==> src/hw/rtl/dsbf_pkg.sv <==
// Shared types, constants and helpers for the decimal string to base-100 converter.
// No dependencies.
`timescale 1ns / 1ps
package dsbf_pkg;

  localparam int MANTISSA_BYTES = 20;
  localparam int NDIG = 2 * MANTISSA_BYTES;
  localparam int CW   = $clog2(NDIG + 2);
  localparam int IW   = $clog2(MANTISSA_BYTES);
  localparam int EW   = 18;
  localparam int DPW  = 5;

  localparam logic [7:0] CH_ZERO  = 8'h30;
  localparam logic [7:0] CH_NINE  = 8'h39;
  localparam logic [7:0] CH_DOT   = 8'h2E;
  localparam logic [7:0] CH_PLUS  = 8'h2B;
  localparam logic [7:0] CH_MINUS = 8'h2D;
  localparam logic [7:0] CH_UE    = 8'h45;
  localparam logic [7:0] CH_LE    = 8'h65;
  localparam logic [7:0] CH_SPACE = 8'h20;

  localparam logic [14:0] EXP_GROW_MAX = 15'd3276;
  localparam logic [14:0] EXP_SAT      = 15'd32767;
  localparam logic signed [15:0] PT_MAX = 16'sd32767;
  localparam logic signed [15:0] PT_MIN = -16'sd32767;

  localparam logic [1:0] STAT_OK       = 2'd0;
  localparam logic [1:0] STAT_INVALID  = 2'd1;
  localparam logic [1:0] STAT_OVERFLOW = 2'd2;

  typedef enum logic [3:0] {
    PH_LEAD, PH_AFTERSIGN, PH_DOT1, PH_FZERO, PH_FRAC, PH_LZERO,
    PH_INT, PH_EXP1, PH_EXP2, PH_EXPD, PH_TRAIL
  } ph_t;

  typedef enum logic [2:0] {
    ST_PARSE, ST_LOAD, ST_SHIFT, ST_ROUND, ST_EXPCHK, ST_EMIT, ST_FAIL
  } st_t;

  // Quotient by 10 for values below 128, by reciprocal multiply.
  function automatic logic [3:0] div10(input logic [6:0] v);
    logic [17:0] p;
    p = 18'(v) * 18'd205;
    return 4'(p >> 11);
  endfunction

endpackage

==> src/hw/rtl/dsbf_if.sv <==
// Valid/ready channel interfaces for the character input and digit output.
// No dependencies.
`timescale 1ns / 1ps
interface dsbf_in_if;
  logic       valid;
  logic       ready;
  logic [7:0] ch;
  logic       is_last;
  logic       is_empty;
  modport source (output valid, ch, is_last, is_empty, input ready);
  modport sink   (input valid, ch, is_last, is_empty, output ready);
endinterface

interface dsbf_out_if;
  logic       valid;
  logic       ready;
  logic [1:0] status;
  logic       negative;
  logic [6:0] biased_exponent;
  logic [4:0] digit_pos;
  logic [6:0] digit_value;
  logic       last_digit;
  modport source (output valid, status, negative, biased_exponent, digit_pos,
                  digit_value, last_digit, input ready);
  modport sink   (input valid, status, negative, biased_exponent, digit_pos,
                  digit_value, last_digit, output ready);
endinterface

==> src/hw/rtl/decimal_string_to_base100_float.sv <==
// Top level: streaming decimal text parser and base-100 float normalizer.
// Depends on dsbf_pkg and the channel interfaces in dsbf_if.sv.
`timescale 1ns / 1ps
// Characters enter one beat per cycle while the string is parsed; leading
// spaces, a sign, digits with one point, an exponent and trailing spaces are
// taken, and up to 2*MANTISSA_BYTES significant digits are held in pairs in a
// register file. The beat with is_last closes the string and drops ready: a
// load state builds the decimal exponent, then, if the exponent is odd, a
// rotation pass shifts the mantissa one decimal digit through a
// divide-by-ten unit, then, if rounding is due, a carry pass runs the
// same rotation in the other direction, then a check state tests the
// range. Results follow as MANTISSA_BYTES beats (or one beat on failure),
// each held until taken. The mantissa store has no reset: entries past
// the digit count are masked to zero at load.
module decimal_string_to_base100_float (
  input  logic clk,
  input  logic rst_n,
  dsbf_in_if.sink    in_bus,
  dsbf_out_if.source out_bus
);
  import dsbf_pkg::*;

  st_t                  state_r, state_nxt;
  ph_t                  phase_r, phase_nxt;
  logic [6:0]           m_r [MANTISSA_BYTES];
  logic [6:0]           m_nxt [MANTISSA_BYTES];
  logic [6:0]           tens_r, tens_nxt;
  logic [CW-1:0]        dcnt_r, dcnt_nxt;
  logic signed [15:0]   pofs_r, pofs_nxt;
  logic [14:0]          eacc_r, eacc_nxt;
  logic                 eneg_r, eneg_nxt;
  logic                 sign_r, sign_nxt;
  logic                 rnd_r, rnd_nxt;
  logic                 err_r, err_nxt;
  logic signed [EW-1:0] e_r, e_nxt;
  logic [3:0]           low_r, low_nxt;
  logic                 carry_r, carry_nxt;
  logic [IW-1:0]        idx_r, idx_nxt;
  logic [1:0]           status_r, status_nxt;
  logic                 neg_r, neg_nxt;
  logic [6:0]           bexp_r, bexp_nxt;

  always_ff @(posedge clk) begin
    if (!rst_n) begin
      state_r <= ST_PARSE;
      phase_r <= PH_LEAD;
      dcnt_r  <= '0;
      pofs_r  <= '0;
      eacc_r  <= '0;
      eneg_r  <= 1'b0;
      sign_r  <= 1'b0;
      rnd_r   <= 1'b0;
      err_r   <= 1'b0;
    end else begin
      state_r <= state_nxt;
      phase_r <= phase_nxt;
      dcnt_r  <= dcnt_nxt;
      pofs_r  <= pofs_nxt;
      eacc_r  <= eacc_nxt;
      eneg_r  <= eneg_nxt;
      sign_r  <= sign_nxt;
      rnd_r   <= rnd_nxt;
      err_r   <= err_nxt;
    end
  end

  // Payload and datapath registers carry no reset.
  always_ff @(posedge clk) begin
    m_r      <= m_nxt;
    tens_r   <= tens_nxt;
    e_r      <= e_nxt;
    low_r    <= low_nxt;
    carry_r  <= carry_nxt;
    idx_r    <= idx_nxt;
    status_r <= status_nxt;
    neg_r    <= neg_nxt;
    bexp_r   <= bexp_nxt;
  end

  always_comb begin
    logic [7:0]           c;
    logic [3:0]           d;
    logic                 isd;
    logic                 do_asign, do_put, do_up, do_down, do_exp, do_after, do_clear;
    logic [15:0]          ev;
    logic [CW-1:0]        used;
    logic signed [EW-1:0] ex;
    logic signed [EW-2:0] eh;
    logic [3:0]           q, r;
    logic [6:0]           v, nv;
    logic                 wrap;

    state_nxt  = state_r;
    phase_nxt  = phase_r;
    m_nxt      = m_r;
    tens_nxt   = tens_r;
    dcnt_nxt   = dcnt_r;
    pofs_nxt   = pofs_r;
    eacc_nxt   = eacc_r;
    eneg_nxt   = eneg_r;
    sign_nxt   = sign_r;
    rnd_nxt    = rnd_r;
    err_nxt    = err_r;
    e_nxt      = e_r;
    low_nxt    = low_r;
    carry_nxt  = carry_r;
    idx_nxt    = idx_r;
    status_nxt = status_r;
    neg_nxt    = neg_r;
    bexp_nxt   = bexp_r;

    c   = in_bus.ch;
    d   = 4'(c - CH_ZERO);
    isd = (c >= CH_ZERO) && (c <= CH_NINE);
    do_asign = 1'b0;
    do_put   = 1'b0;
    do_up    = 1'b0;
    do_down  = 1'b0;
    do_exp   = 1'b0;
    do_after = 1'b0;
    do_clear = 1'b0;
    ev   = '0;
    used = '0;
    ex   = '0;
    eh   = '0;
    q    = div10(m_r[0]);
    r    = 4'(m_r[0] - 7'(q) * 7'd10);
    v    = m_r[MANTISSA_BYTES-1] + 7'(carry_r);
    wrap = (v == 7'd100);
    nv   = wrap ? 7'd0 : v;

    case (state_r)
      ST_PARSE: begin
        if (in_bus.valid) begin
          if (!in_bus.is_empty && !err_r) begin
            case (phase_r)
              PH_LEAD: begin
                if (c == CH_PLUS || c == CH_MINUS) begin
                  sign_nxt  = (c == CH_MINUS);
                  phase_nxt = PH_AFTERSIGN;
                end else if (c != CH_SPACE) begin
                  do_asign = 1'b1;
                end
              end
              PH_AFTERSIGN: do_asign = 1'b1;
              PH_DOT1: begin
                if (!isd) err_nxt = 1'b1;
                else if (c == CH_ZERO) begin
                  do_down = 1'b1; phase_nxt = PH_FZERO;
                end else begin
                  do_put = 1'b1; phase_nxt = PH_FRAC;
                end
              end
              PH_FZERO: begin
                if (c == CH_ZERO) do_down = 1'b1;
                else if (isd) begin
                  do_put = 1'b1; phase_nxt = PH_FRAC;
                end else do_after = 1'b1;
              end
              PH_FRAC: begin
                if (isd) do_put = 1'b1;
                else do_after = 1'b1;
              end
              PH_LZERO: begin
                if (c == CH_DOT) phase_nxt = PH_FZERO;
                else if (isd && c != CH_ZERO) begin
                  do_up = 1'b1; do_put = 1'b1; phase_nxt = PH_INT;
                end else if (!isd) err_nxt = 1'b1;
              end
              PH_INT: begin
                if (isd) begin
                  do_up = 1'b1; do_put = 1'b1;
                end else if (c == CH_DOT) phase_nxt = PH_FRAC;
                else do_after = 1'b1;
              end
              PH_EXP1: begin
                if (c == CH_PLUS || c == CH_MINUS) begin
                  eneg_nxt  = (c == CH_MINUS);
                  phase_nxt = PH_EXP2;
                end else if (isd) do_exp = 1'b1;
                else err_nxt = 1'b1;
              end
              PH_EXP2: begin
                if (isd) do_exp = 1'b1;
                else err_nxt = 1'b1;
              end
              PH_EXPD: begin
                if (isd) do_exp = 1'b1;
                else if (c == CH_SPACE) phase_nxt = PH_TRAIL;
                else err_nxt = 1'b1;
              end
              PH_TRAIL: begin
                if (c != CH_SPACE) err_nxt = 1'b1;
              end
              default: err_nxt = 1'b1;
            endcase

            if (do_asign) begin
              if (c == CH_DOT) phase_nxt = PH_DOT1;
              else if (!isd) err_nxt = 1'b1;
              else if (c == CH_ZERO) phase_nxt = PH_LZERO;
              else begin
                do_up = 1'b1; do_put = 1'b1; phase_nxt = PH_INT;
              end
            end
            if (do_after) begin
              if (c == CH_UE || c == CH_LE) phase_nxt = PH_EXP1;
              else if (c == CH_SPACE) phase_nxt = PH_TRAIL;
              else err_nxt = 1'b1;
            end
            if (do_up && pofs_r < PT_MAX) pofs_nxt = pofs_r + 16'sd1;
            if (do_down && pofs_r > PT_MIN) pofs_nxt = pofs_r - 16'sd1;
            if (do_exp) begin
              phase_nxt = PH_EXPD;
              if (eacc_r <= EXP_GROW_MAX) begin
                ev = 16'(eacc_r) * 16'd10 + 16'(d);
                eacc_nxt = (ev > 16'(EXP_SAT)) ? EXP_SAT : ev[14:0];
              end
            end
            // Pack the digit into its pair; count saturates one past full.
            if (do_put) begin
              if (dcnt_r < CW'(NDIG)) begin
                if (dcnt_r[0]) begin
                  m_nxt[IW'(dcnt_r >> 1)] = tens_r + 7'(d);
                end else begin
                  tens_nxt = 7'(d) * 7'd10;
                  m_nxt[IW'(dcnt_r >> 1)] = 7'(d) * 7'd10;
                end
                dcnt_nxt = dcnt_r + 1'b1;
              end else begin
                if (dcnt_r == CW'(NDIG) && d >= 4'd5) rnd_nxt = 1'b1;
                if (dcnt_r < CW'(NDIG + 1)) dcnt_nxt = dcnt_r + 1'b1;
              end
            end
          end
          if (in_bus.is_last) state_nxt = ST_LOAD;
        end
      end

      ST_LOAD: begin
        idx_nxt    = '0;
        low_nxt    = '0;
        carry_nxt  = 1'b1;
        status_nxt = STAT_OK;
        neg_nxt    = 1'b0;
        bexp_nxt   = '0;
        used = (dcnt_r + 1'b1) >> 1;
        for (int i = 0; i < MANTISSA_BYTES; i++) begin
          if (CW'(i) >= used) m_nxt[i] = '0;
        end
        ex = EW'(eacc_r);
        if (eneg_r) ex = -ex;
        e_nxt = ex + EW'(pofs_r);
        if (err_r || phase_r == PH_LEAD || phase_r == PH_AFTERSIGN ||
            phase_r == PH_DOT1 || phase_r == PH_EXP1 || phase_r == PH_EXP2) begin
          status_nxt = STAT_INVALID;
          state_nxt  = ST_FAIL;
        end else if (dcnt_r == '0) begin
          state_nxt = ST_EMIT;
        end else if (e_nxt[0]) begin
          state_nxt = ST_SHIFT;
        end else if (rnd_r) begin
          state_nxt = ST_ROUND;
        end else begin
          state_nxt = ST_EXPCHK;
        end
      end

      // Rotate left, moving each pair one decimal digit down.
      ST_SHIFT: begin
        for (int i = 0; i < MANTISSA_BYTES - 1; i++) m_nxt[i] = m_r[i+1];
        m_nxt[MANTISSA_BYTES-1] = 7'(low_r) * 7'd10 + 7'(q);
        low_nxt = r;
        idx_nxt = idx_r + 1'b1;
        if (idx_r == IW'(MANTISSA_BYTES - 1)) begin
          idx_nxt   = '0;
          e_nxt     = e_r + EW'(1);
          carry_nxt = 1'b1;
          state_nxt = (r >= 4'd5) ? ST_ROUND : ST_EXPCHK;
        end
      end

      // Rotate right, adding the carry into the least significant pair.
      ST_ROUND: begin
        for (int i = 1; i < MANTISSA_BYTES; i++) m_nxt[i] = m_r[i-1];
        m_nxt[0]  = nv;
        carry_nxt = wrap;
        idx_nxt   = idx_r + 1'b1;
        if (idx_r == IW'(MANTISSA_BYTES - 1)) begin
          idx_nxt   = '0;
          state_nxt = ST_EXPCHK;
          if (wrap) begin
            m_nxt[0] = 7'd1;
            e_nxt    = e_r + EW'(2);
          end
        end
      end

      ST_EXPCHK: begin
        eh = e_r[EW-1:1];
        idx_nxt = '0;
        if (eh > 17'sd63) begin
          status_nxt = STAT_OVERFLOW;
          state_nxt  = ST_FAIL;
        end else if (eh < -17'sd63) begin
          for (int i = 0; i < MANTISSA_BYTES; i++) m_nxt[i] = '0;
          state_nxt = ST_EMIT;
        end else begin
          neg_nxt   = sign_r;
          bexp_nxt  = 7'(eh + 17'sd64);
          state_nxt = ST_EMIT;
        end
      end

      // Advance one pair per beat taken.
      ST_EMIT: begin
        if (out_bus.ready) begin
          for (int i = 0; i < MANTISSA_BYTES - 1; i++) m_nxt[i] = m_r[i+1];
          m_nxt[MANTISSA_BYTES-1] = '0;
          idx_nxt = idx_r + 1'b1;
          if (idx_r == IW'(MANTISSA_BYTES - 1)) do_clear = 1'b1;
        end
      end

      ST_FAIL: begin
        if (out_bus.ready) do_clear = 1'b1;
      end

      default: state_nxt = ST_PARSE;
    endcase

    if (do_clear) begin
      state_nxt = ST_PARSE;
      phase_nxt = PH_LEAD;
      dcnt_nxt  = '0;
      pofs_nxt  = '0;
      eacc_nxt  = '0;
      eneg_nxt  = 1'b0;
      sign_nxt  = 1'b0;
      rnd_nxt   = 1'b0;
      err_nxt   = 1'b0;
      idx_nxt   = '0;
    end
  end

  assign in_bus.ready            = (state_r == ST_PARSE);
  assign out_bus.valid           = (state_r == ST_EMIT) || (state_r == ST_FAIL);
  assign out_bus.status          = status_r;
  assign out_bus.negative        = (state_r == ST_FAIL) ? 1'b0 : neg_r;
  assign out_bus.biased_exponent = (state_r == ST_FAIL) ? 7'd0 : bexp_r;
  assign out_bus.digit_pos       = (state_r == ST_FAIL) ? '0 : DPW'(idx_r);
  assign out_bus.digit_value     = (state_r == ST_FAIL) ? 7'd0 : m_r[0];
  assign out_bus.last_digit      = (state_r == ST_FAIL) ||
                                   (idx_r == IW'(MANTISSA_BYTES - 1));

  // Input and output never overlap: the run is strictly sequential.
  a_no_overlap: assert property (@(posedge clk) disable iff (!rst_n)
    !(in_bus.ready && out_bus.valid))
    else $error("input open while results pending");

  // Every emitted digit is a legal base-100 digit.
  a_digit_range: assert property (@(posedge clk) disable iff (!rst_n)
    out_bus.valid |-> out_bus.digit_value < 7'd100)
    else $error("digit out of range");

  // The final beat of a run reopens the input.
  a_reopen: assert property (@(posedge clk) disable iff (!rst_n)
    out_bus.valid && out_bus.ready && out_bus.last_digit |=> in_bus.ready)
    else $error("input not reopened after last beat");

  // A failure beat always carries a nonzero status.
  a_fail_status: assert property (@(posedge clk) disable iff (!rst_n)
    (state_r == ST_FAIL) |-> (status_r == STAT_INVALID || status_r == STAT_OVERFLOW))
    else $error("failure beat with ok status");

endmodule

==> src/flat_wrapper.sv <==
// flat-port wrapper written by rule: the top's interface ports become plain ports
module decimal_string_to_base100_float_flat import dsbf_pkg::*;
  (clk, rst_n, in_bus_valid, in_bus_ch, in_bus_is_last, in_bus_is_empty, in_bus_ready, out_bus_valid, out_bus_status, out_bus_negative, out_bus_biased_exponent, out_bus_digit_pos, out_bus_digit_value, out_bus_last_digit, out_bus_ready);
  dsbf_in_if in_bus_i ();
  dsbf_out_if out_bus_i ();
  input  logic clk;
  input  logic rst_n;
  input wire logic [$bits(in_bus_i.valid)-1:0] in_bus_valid;
  input wire logic [$bits(in_bus_i.ch)-1:0] in_bus_ch;
  input wire logic [$bits(in_bus_i.is_last)-1:0] in_bus_is_last;
  input wire logic [$bits(in_bus_i.is_empty)-1:0] in_bus_is_empty;
  output wire logic [$bits(in_bus_i.ready)-1:0] in_bus_ready;
  output wire logic [$bits(out_bus_i.valid)-1:0] out_bus_valid;
  output wire logic [$bits(out_bus_i.status)-1:0] out_bus_status;
  output wire logic [$bits(out_bus_i.negative)-1:0] out_bus_negative;
  output wire logic [$bits(out_bus_i.biased_exponent)-1:0] out_bus_biased_exponent;
  output wire logic [$bits(out_bus_i.digit_pos)-1:0] out_bus_digit_pos;
  output wire logic [$bits(out_bus_i.digit_value)-1:0] out_bus_digit_value;
  output wire logic [$bits(out_bus_i.last_digit)-1:0] out_bus_last_digit;
  input wire logic [$bits(out_bus_i.ready)-1:0] out_bus_ready;
  assign in_bus_i.valid = in_bus_valid;
  assign in_bus_i.ch = in_bus_ch;
  assign in_bus_i.is_last = in_bus_is_last;
  assign in_bus_i.is_empty = in_bus_is_empty;
  assign in_bus_ready = in_bus_i.ready;
  assign out_bus_valid = out_bus_i.valid;
  assign out_bus_status = out_bus_i.status;
  assign out_bus_negative = out_bus_i.negative;
  assign out_bus_biased_exponent = out_bus_i.biased_exponent;
  assign out_bus_digit_pos = out_bus_i.digit_pos;
  assign out_bus_digit_value = out_bus_i.digit_value;
  assign out_bus_last_digit = out_bus_i.last_digit;
  assign out_bus_i.ready = out_bus_ready;
  decimal_string_to_base100_float u_core (.clk(clk), .rst_n(rst_n), .in_bus(in_bus_i), .out_bus(out_bus_i));
endmodule
==> config.mk <==
export PLATFORM = sky130hd
export DESIGN_NAME = decimal_string_to_base100_float_flat
export DESIGN_NICKNAME = d
export VERILOG_FILES = /design/src/hw/rtl/dsbf_pkg.sv /design/src/hw/rtl/dsbf_if.sv /design/src/hw/rtl/decimal_string_to_base100_float.sv /design/src/flat_wrapper.sv
export SDC_FILE = /design/constraint.sdc
export NUM_CORES = 1
export LEC_CHECK = 0
export BUFFER_PORTS_ARGS = -buffer_cell sky130_fd_sc_hd__buf_4
export CAP_MARGIN = 30
export CORE_MARGIN = 5
export CORE_UTILIZATION = 40
export DETAILED_ROUTE_END_ITERATION = 12
export PLACE_DENSITY = 0.65
export RECOVER_POWER = 25
export SKIP_CTS_REPAIR_TIMING = 1
export SLEW_MARGIN = 5
export SYNTH_ARGS = -nofsm -noshare
export SYNTH_HDL_FRONTEND = slang
export SYNTH_SLANG_ARGS = --single-unit
export TNS_END_PERCENT = 100
==> constraint.sdc <==
create_clock -name clk -period 5.95 [get_ports clk]
set_input_delay 0 -clock clk [delete_from_list [all_inputs] [get_ports clk]]
set_output_delay 0 -clock clk [all_outputs]
set_load 0.01 [all_outputs]
==> results of run 1 <==
layer usage:
metal  vias up  track usage (%)
li1       7094                -
met1      7302            28.24
met2       596            34.01
met5         -                0
met3        95            2.626
met4         0            5.414
path summary, 6_finish.rpt:
path                   startpoint         endpoint
setup / recovery         register         register
hold / removal       in_bus_ch[6]    u_core.eneg_r
setup reg to reg         register         register
hold reg to reg   u_core.idx_r[0]  u_core.idx_r[0]
kinds of logic after synthesis:
family                   after synthesis  share of synthesized area [%]
AO/OA/AOI/OAI                        632                          25.11
XOR/XNOR                              97                          5.004
adder cells (fa/ha/maj)              128                          10.04
buffers and inverters                189                          4.368
flip-flops                           232                          37.58
multiplexers                          27                          1.585
AND/OR/NAND/NOR                      557                          16.32
worst max-delay path: stages (launching register included):
cell,delay [ns]
edfxtp_1,0.56
ha_1,0.38
inv_1,0.06
fa_1,0.38
inv_1,0.09
fa_1,0.42
ha_1,0.30
ha_1,0.31
a2111oi_0,0.38
a22oi_1,0.22
and2_1,0.23
o21a_1,0.20
o21a_1,0.19
nor2_1,0.12
xnor2_1,0.15
ha_1,0.30
and3_1,0.18
a221o_1,0.37
xnor2_1,0.16
o221ai_1,0.13
final cells by class:
| type | count | area, µm² | area share (%) |
|---|---|---|---|
| Tap cell | 539 | 674.4 | 3.578 |
| Inverter | 71 | 266.5 | 1.414 |
| Clock buffer | 43 | 797.0 | 4.229 |
| Timing Repair Buffer | 88 | 588.1 | 3.120 |
| Sequential cell | 232 | 6439 | 34.16 |
| Multi-Input combinational cell | 1441 | 9958 | 52.84 |
| Clock inverter | 9 | 123.9 | 0.6572 |
stage by stage:
step,cells,util [%],worst slack (ns)
2_1_floorplan,1862,-,1.053
3_3_place_gp,2348,42.33,0.7175
3_5_place_dp,2353,42.40,0.5849
4_1_cts,2405,44.59,0.5487
5_1_grt,2423,44.73,0.07655
6_report,2423,44.73,0.5461
report_power, final:
group | leakage (nW) | total, W | switching (W) | internal, W
Combinational | 4.47 | 0.00467 | 0.00278 | 0.00188
Clock | 0.442 | 0.00171 | 0.000701 | 0.00101
Sequential | 2.11 | 0.00298 | 0.000496 | 0.00248
placed cells by master (no fill, tap or decap), drive strengths merged, types with 37 or more instances in the layout:
cell and instances:
a211oi 37, a21oi 89, a22oi 115, buf 64, clkbuf 59, dfxtp 53
edfxtp 179, ha 111, inv 71, nand2 155, nand3 46, nor2 130
o21ai 184, xnor2 61
==> results.yml, run 1 <==
run_status:
  status: "finished, final reports clean"
logic_synthesis:
  yosys-top-cells-count: "edfxtp_1, o21ai_0, nand2_1"
  synth_nets: 2003
  ys_async_sr_fraction_pct: 0
  ys_types: 91
  netlist.area_leader.share_pct: 31.38
  syn_area_mm2: 0.01713
  synth_cells: 1862
  yosysTopAreaCell: "edfxtp_1"
  synth_edf_count: 179
  yosysWarnings: 0
  synth.area.top_cells: "edfxtp_1, ha_1, dfxtp_1, a22oi_1, o21ai_0"
  seq_area_frac_synth_pct: 37.58
  synth_ff_type: "edfxtp_1"
  ys_seq_elements: 232
  yosysMostFrequentCell: "edfxtp_1"
  syn_avg_cell_area_um2: 9.199
global_route:
  grt_max_degree: 71
  grt_pass1_vias: 14504
  antenna_found_initial: 0
  track_usage_pct: 20.40
  grt_pass1_wl_mm: 79.51
  grt_overflow: 0
routing:
  drc_errors: 0
  dr_total_vias: 15087
  wl_met1_mm: 21.85
  antenna_left: 0
  wl_met2_mm: 23.27
  viasPerCell: 6.227
  wire_per_inst_um: 20.55
  dr_wl_met3_mm: 3.284
  drtIter0Drc: 1552
  top_layer_used: "met4"
  wirelength_mm: 49.79
  first_pass_iters: 6
die:
  die_w_um: 216.9
  fp-row-count: 75
  core_mm2: 0.04213
  die_h_um: 216.9
  die_area_mm2: 0.04706
  start_util_pct: 40.65
  io_pins: 39
min_path:
  hold_path_depth: 5
  hold_class: "input pin to register"
clock_tree:
  htree_levels: 1
  root_buffer: "clkbuf_16"
  cts_tree: "done"
  clk_latency_ns: 0.58
  clock_sinks: 232
  clk_pin_slew_ns: 0.07
  numCtsBuffers: 28
  cts_buffer_depth: 3
sta:
  fin_crit_sh_pct: 90.82
  slew_viol_final: 0
  fmax_ghz: 0.1851
  whs_ns: 0.01492
  tightest_slew_ns: 1.256
  max_slew_margin_pct: 16.29
  finalHoldViolations: 0
  min_period_ns: 5.404
  skew_ns: 0.03118
  setup_viol: 0
  fin_setup_tns_ns: 0
  rsz0062_at_grt: "no"
finish:
  insertedDiodeCount: 0
  design_area_mm2: 0.01885
  area.growth.synth_to_final_pct: 10.04
  layout-drive-gt1-share_pct: 7.590
  layout.nets: 2003
  fillCellCount: 4062
worst_setup_path:
  arrival_ns: 5.70
  r2r_slack_ns: 0.55
  rr_worst_depth: 19
  startpoint_type: "register"
  worstSetupPathType: "register to register"
  critPathMaxFanout: 10
  end_kind: "register"
  crit_required_ns: 6.25
pwr:
  total_power_w: 0.009357
  p_leak_nw: 7.019
  ir_drop_uv: 631.0
  power.density_mw_per_mm2: 496.5
placement:
  place.gp.congestion: 0.9069
  portBuffers: 38
  hpwl_mm: 36.39
  dpl_cell_area_mm2: 0.01786
flow_run:
  cap_violations: 0
Note: power is estimated with default switching activity, not from simulation.
==> inputs of run 2 (changes only) <==
--- a/config.mk
+++ b/config.mk
@@ -8,9 +8,9 @@
 export BUFFER_PORTS_ARGS = -buffer_cell sky130_fd_sc_hd__buf_4
 export CAP_MARGIN = 30
 export CORE_MARGIN = 5
-export CORE_UTILIZATION = 40
+export CORE_UTILIZATION = 45
 export DETAILED_ROUTE_END_ITERATION = 12
-export PLACE_DENSITY = 0.65
+export PLACE_DENSITY = 0.71
 export RECOVER_POWER = 25
 export SKIP_CTS_REPAIR_TIMING = 1
 export SLEW_MARGIN = 5
==> run 2 against run 1 <==
The flow now finishes with violations (hold timing). Combinational power about the same. Utilization increased by 5.3 points. Maximum frequency shrank 0.69%. Worst hold slack got worse by 0.039 ns. Sequential share of layout area up 0.11 points. Critical path depth fell by 11.
==> results.yml, run 2 (synthesized netlist as in run 1, its figures left out) <==
run_status:
  status: "finished with violations"
  violations: "hold timing"
routing:
  dr_total_vias: 15057
  first_pass_iters: 6
  antenna_left: 0
  drc_errors: 0
  wirelength_mm: 48.51
  drtIter0Drc: 1706
  viasPerCell: 6.308
  wire_per_inst_um: 20.32
worst_setup_path:
  worstSetupPathType: "register to register"
  rr_worst_depth: 8
  crit_required_ns: 6.35
  reg2reg_to: "u_core.e_r[13]"
  critPathMaxFanout: 74
  r2r_start: "u_core.state_r[1]"
  end_kind: "register"
  arrival_ns: 5.84
  startpoint_type: "register"
  r2r_slack_ns: 0.51
die:
  start_util_pct: 45.58
  fp-row-count: 71
  die_w_um: 205.1
  io_pins: 39
  die_h_um: 205.1
  core_mm2: 0.03758
  die_area_mm2: 0.04206
flow_run:
  cap_violations: 0
global_route:
  busiest_layer: "met2"
  grt_pass1_vias: 14218
  grt_overflow: 0
  grt_max_degree: 106
  use_met3_pct: 2.976
  antenna_found_initial: 0
  grt_pass1_wl_mm: 77.04
  grt_use_met2_pct: 35.64
  track_usage_pct: 22.29
  grt.met1_usage_pct: 32.49
sta:
  fmax_ghz: 0.1838
  fin_setup_tns_ns: 0
  slew_viol_final: 0
  min_period_ns: 5.442
  fin_crit_sh_pct: 91.46
  whs_ns: -0.02400
  rsz0062_at_grt: "no"
  max_slew_margin_pct: 3.146
  skew_ns: 0.02146
  tightest_slew_ns: 1.453
  finalHoldViolations: 4
  setup_viol: 0
pwr:
  total_power_w: 0.009396
  power.density_mw_per_mm2: 500.2
  ir_drop_uv: 532.2
  p_leak_nw: 7.005
finish:
  layout_commonest_cell: "edfxtp_1"
  final_cell_mix: "edfxtp_1, o21ai_0, nand2_1"
  area.growth.synth_to_final_pct: 9.672
  insertedDiodeCount: 0
  fin_util_pct: 49.99
  layout-drive-gt1-share_pct: 7.409
  layout.nets: 1996
clock_tree:
  numCtsBuffers: 27
  clk_pin_slew_ns: 0.06
  clk_latency_ns: 0.57
  cts_buffer_depth: 3
  cts_tree: "done"
  root_buffer: "clkbuf_16"
  htree_levels: 1
  clock_sinks: 232
min_path:
  hold_class: "input pin to register"
  min_to: "u_core.phase_r[0]"
  hold_path_depth: 6
  hold_start: "in_bus_ch[4]"
placement:
  portBuffers: 38
  hpwl_mm: 35.22
  place.gp.congestion: 0.9420
==> run 2: cell types whose count changed in the layout (fill, tap and decap cells not counted), sizes merged <==
cell,previous run,this run
clkinvlp,1,0
clkinv,6,8
inv,71,73
bufinv,2,4
buf,64,58
clkbuf,59,52
==> run 2: worst max path at each step <==
stage / from / endpoint / slack, ns / depth (start not counted)
final: u_core.state_r[1] / u_core.e_r[13] / 0.51 / 8
after global routing: u_core.state_r[1] / u_core.e_r[5] / 0.13 / 8
after CTS: register / u_core.state_r[0] / 0.53 / 20
after detailed placement: register / register / 0.58 / 20
after global placement: register / u_core.state_r[2] / 0.71 / 21
after floorplan: register / register / 1.05 / 19
==> run 2: critical path, stage by stage (launching register included) <==
cell and delay, ns:
dfxtp_1 1.06, inv_1 0.79, nor2_1 0.25, clkbuf_1 0.90, and2_2 1.27, nor2_1 0.40
o31ai_1 0.35, nand2_1 0.09, o21ai_1 0.14
==> run 2: report_power, final <==
| group | total (W) | internal, W | switching, W | leakage (nW) |
|---|---|---|---|---|
| clock network | 0.00173 | 0.00102 | 0.000708 | 0.441 |
| registers | 0.00299 | 0.00248 | 0.000511 | 2.11 |
| logic | 0.00468 | 0.00188 | 0.00279 | 4.46 |
| total | 0.00940 | 0.00539 | 0.00401 | 7.00 |
==> run 2: per-layer routing <==
metal  up-vias  wire (µm)
li1       7064          -
met1      7274      21340
met2       647      22150
met3        72       4110
met4         0        903
met5         -          0
==> run 2: layout make-up <==
type / count / area (µm²)
fill: 3508 / 18790
multi-input combinational: 1441 / 9957
sequential: 232 / 6439
clock buffer: 36 / 709.4
tap: 511 / 639.4
timing repair buffer: 82 / 579.3
inverter: 71 / 266.5
clock inverter: 14 / 193.9
==> run 2: per-stage QoR <==
stage	setup slack (ns)	hold WS, ns	instance area [µm²]	instances
after global routing	0.1310	-0.006094	18780	2387
after detailed placement	0.5816	0.3310	17800	2318
after floorplan	1.053	0.09887	17130	1862
final	0.5084	-0.02400	18780	2387
after global placement	0.7124	0.3350	17760	2313
after CTS	0.5342	-0.2472	18700	2368
==> inputs of run 3 (changes only) <==
--- a/config.mk
+++ b/config.mk
@@ -10,7 +10,7 @@
 export CORE_MARGIN = 5
 export CORE_UTILIZATION = 45
 export DETAILED_ROUTE_END_ITERATION = 12
-export PLACE_DENSITY = 0.71
+export PLACE_DENSITY = 0.72
 export RECOVER_POWER = 25
 export SKIP_CTS_REPAIR_TIMING = 1
 export SLEW_MARGIN = 5
==> run 3 against run 2 <==
Total power fell by 1.5%. Critical endpoint is now u_core.state_r[2]. The flow finishes with violations (hold timing, capacitance limit, slew limit). Die area did not move. Sequential share of layout area rose by 0.17 points.
==> results.yml, run 3 (synthesized netlist as in run 1, its figures left out) <==
sta:
  whs_ns: -0.03116
  setup_viol: 0
  slew_viol_final: 45
  tightest_slew_ns: 2.656
  min_period_ns: 5.417
  fin_crit_sh_pct: 91.04
  worst_slack_ns: 0.5330
  rsz0062_at_grt: "no"
  max_slew_margin_pct: -77.15
  fmax_ghz: 0.1846
  fin_setup_tns_ns: 0
  skew_ns: 0.02544
  finalHoldViolations: 3
worst_setup_path:
  crit_slowest_cell: "edfxtp_1"
  worstSetupPathType: "register to register"
  crit_required_ns: 6.40
  startpoint_type: "register"
  critPathTopFamily: "adder cells"
  end_kind: "register"
  critPathBufInv: 2
  arrival_ns: 5.86
  critPathMaxFanout: 5
  timing.critical_path.cells: "inv_1 -> ha_1 -> fa_1 -> inv_1 -> fa_1 -> ha_1 -> ha_1 -> a2111oi_0 -> a22oi_1 -> and2_1 -> o21a_1 -> nor2_1 -> xnor2_1 -> ha_1 -> a311oi_1 -> nand3_1 -> xnor2_1 -> xnor2_1 -> nor2_1 -> a211o_1"
  crit_top_cell: "ha_1"
  worst_path_largest_cell_delay_ns: 0.46
clock_tree:
  clk_latency_ns: 0.58
  clock_sinks: 232
  cts_tree: "done"
  numCtsBuffers: 27
  htree_levels: 1
  root_buffer: "clkbuf_16"
  clk_pin_slew_ns: 0.06
  cts_buffer_depth: 3
finish:
  final_cell_mix: "edfxtp_1, o21ai_0, nand2_1"
  layout-drive-gt1-share_pct: 7.097
  instances_no_fill: 2385
  layout.nets: 1996
  fin_util_pct: 49.75
  area.growth.synth_to_final_pct: 9.146
  insertedDiodeCount: 0
  layout_commonest_cell: "edfxtp_1"
placement:
  hpwl_mm: 35.43
  dp_cells: 2321
  portBuffers: 38
  dp_slack_ns: 0.5625
  place.gp.congestion: 0.9260
die:
  io_pins: 39
  die_w_um: 205.1
  core_mm2: 0.03758
  start_util_pct: 45.58
  die_area_mm2: 0.04206
  die_h_um: 205.1
  fp-row-count: 71
pwr:
  ir_drop_uv: 450.3
  p_leak_nw: 6.963
  total_power_w: 0.009259
  power.density_mw_per_mm2: 495.3
routing:
  dr_total_vias: 15138
  drtIter0Drc: 1882
  dr_wl_met3_mm: 3.389
  antenna_left: 0
  wl_met1_mm: 21.33
  wire_per_inst_um: 20.51
  wl_met2_mm: 23.04
  viasPerCell: 6.347
  drc_errors: 0
  wirelength_mm: 48.92
  first_pass_iters: 6
  top_layer_used: "met4"
flow_run:
  cap_violations: 1
global_route:
  grt_max_degree: 82
  grt_overflow: 0
  track_usage_pct: 22.78
  grt_pass1_wl_mm: 78.83
  antenna_found_initial: 0
  grt_pass1_vias: 14540
run_status:
  violations: "hold timing, capacitance limit, slew limit"
  status: "finished with violations"
min_path:
  hold_class: "input pin to register"
run 3: cell count changes in the layout (fill, tap and decap cells not counted), moves of 2 or more:
cell       previous run  this run
clkbuf_1             23        20
bufinv_16             4         2
clkinv_1              2         7
and2_0                1         3
buf_4                45        48
buf_2                10         8
run 3: worst reg2reg max path, cell delays in order, from the launching register on:
cell and delay [ns]:
edfxtp_1 0.46, inv_1 0.11, ha_1 0.34, fa_1 0.41, inv_1 0.08, fa_1 0.42
ha_1 0.30, ha_1 0.31, a2111oi_0 0.44, a22oi_1 0.24, and2_1 0.22, o21a_1 0.19
nor2_1 0.30, xnor2_1 0.13, ha_1 0.21, a311oi_1 0.22, nand3_1 0.13, xnor2_1 0.15
xnor2_1 0.24, nor2_1 0.10, a211o_1 0.27
run 3: per-stage QoR:
step / hold WS [ns] / cell area, µm²
detailed placement: 0.3315 / 17800
finish: -0.03116 / 18690
CTS: -0.2608 / 18640
global route: 0.01155 / 18690
global placement: 0.3167 / 17780
floorplan: 0.09887 / 17130
run 3: layout make-up:
type                            instances  area [µm²]
Fill cell                            3512       18880
Tap cell                              511       639.4
Clock buffer                           31       690.7
Inverter                               71       266.5
Timing Repair Buffer                   82       555.5
Multi-Input combinational cell       1441        9952
Sequential cell                       232        6439
Clock inverter                         17       151.4
run 3: power breakdown:
part | switching (W) | internal (W) | total [W] | leakage, nW
Combinational | 0.00276 | 0.00188 | 0.00464 | 4.44
Clock | 0.000713 | 0.000921 | 0.00163 | 0.416
Sequential | 0.000504 | 0.00248 | 0.00299 | 2.11
run 3: final timing paths:
| check | start | to | slack, ns | cells past startpoint |
|---|---|---|---|---|
| max | register | u_core.state_r[2] | 0.53 | 20 |
| max reg2reg | register | u_core.state_r[2] | 0.53 | 20 |
| min reg2reg | u_core.sign_r | u_core.sign_r | 0.51 | 2 |
| min | in_bus_ch[4] | u_core.phase_r[0] | -0.03 | 6 |
run 3: metal layers:
| metal | global-route usage [%] | up-vias |
|---|---|---|
| met1 | 31.80 | 7307 |
| met4 | 5.455 | 0 |
| li1 | - | 7077 |
| met2 | 37.75 | 660 |
| met3 | 2.992 | 94 |
| met5 | 0 | - |
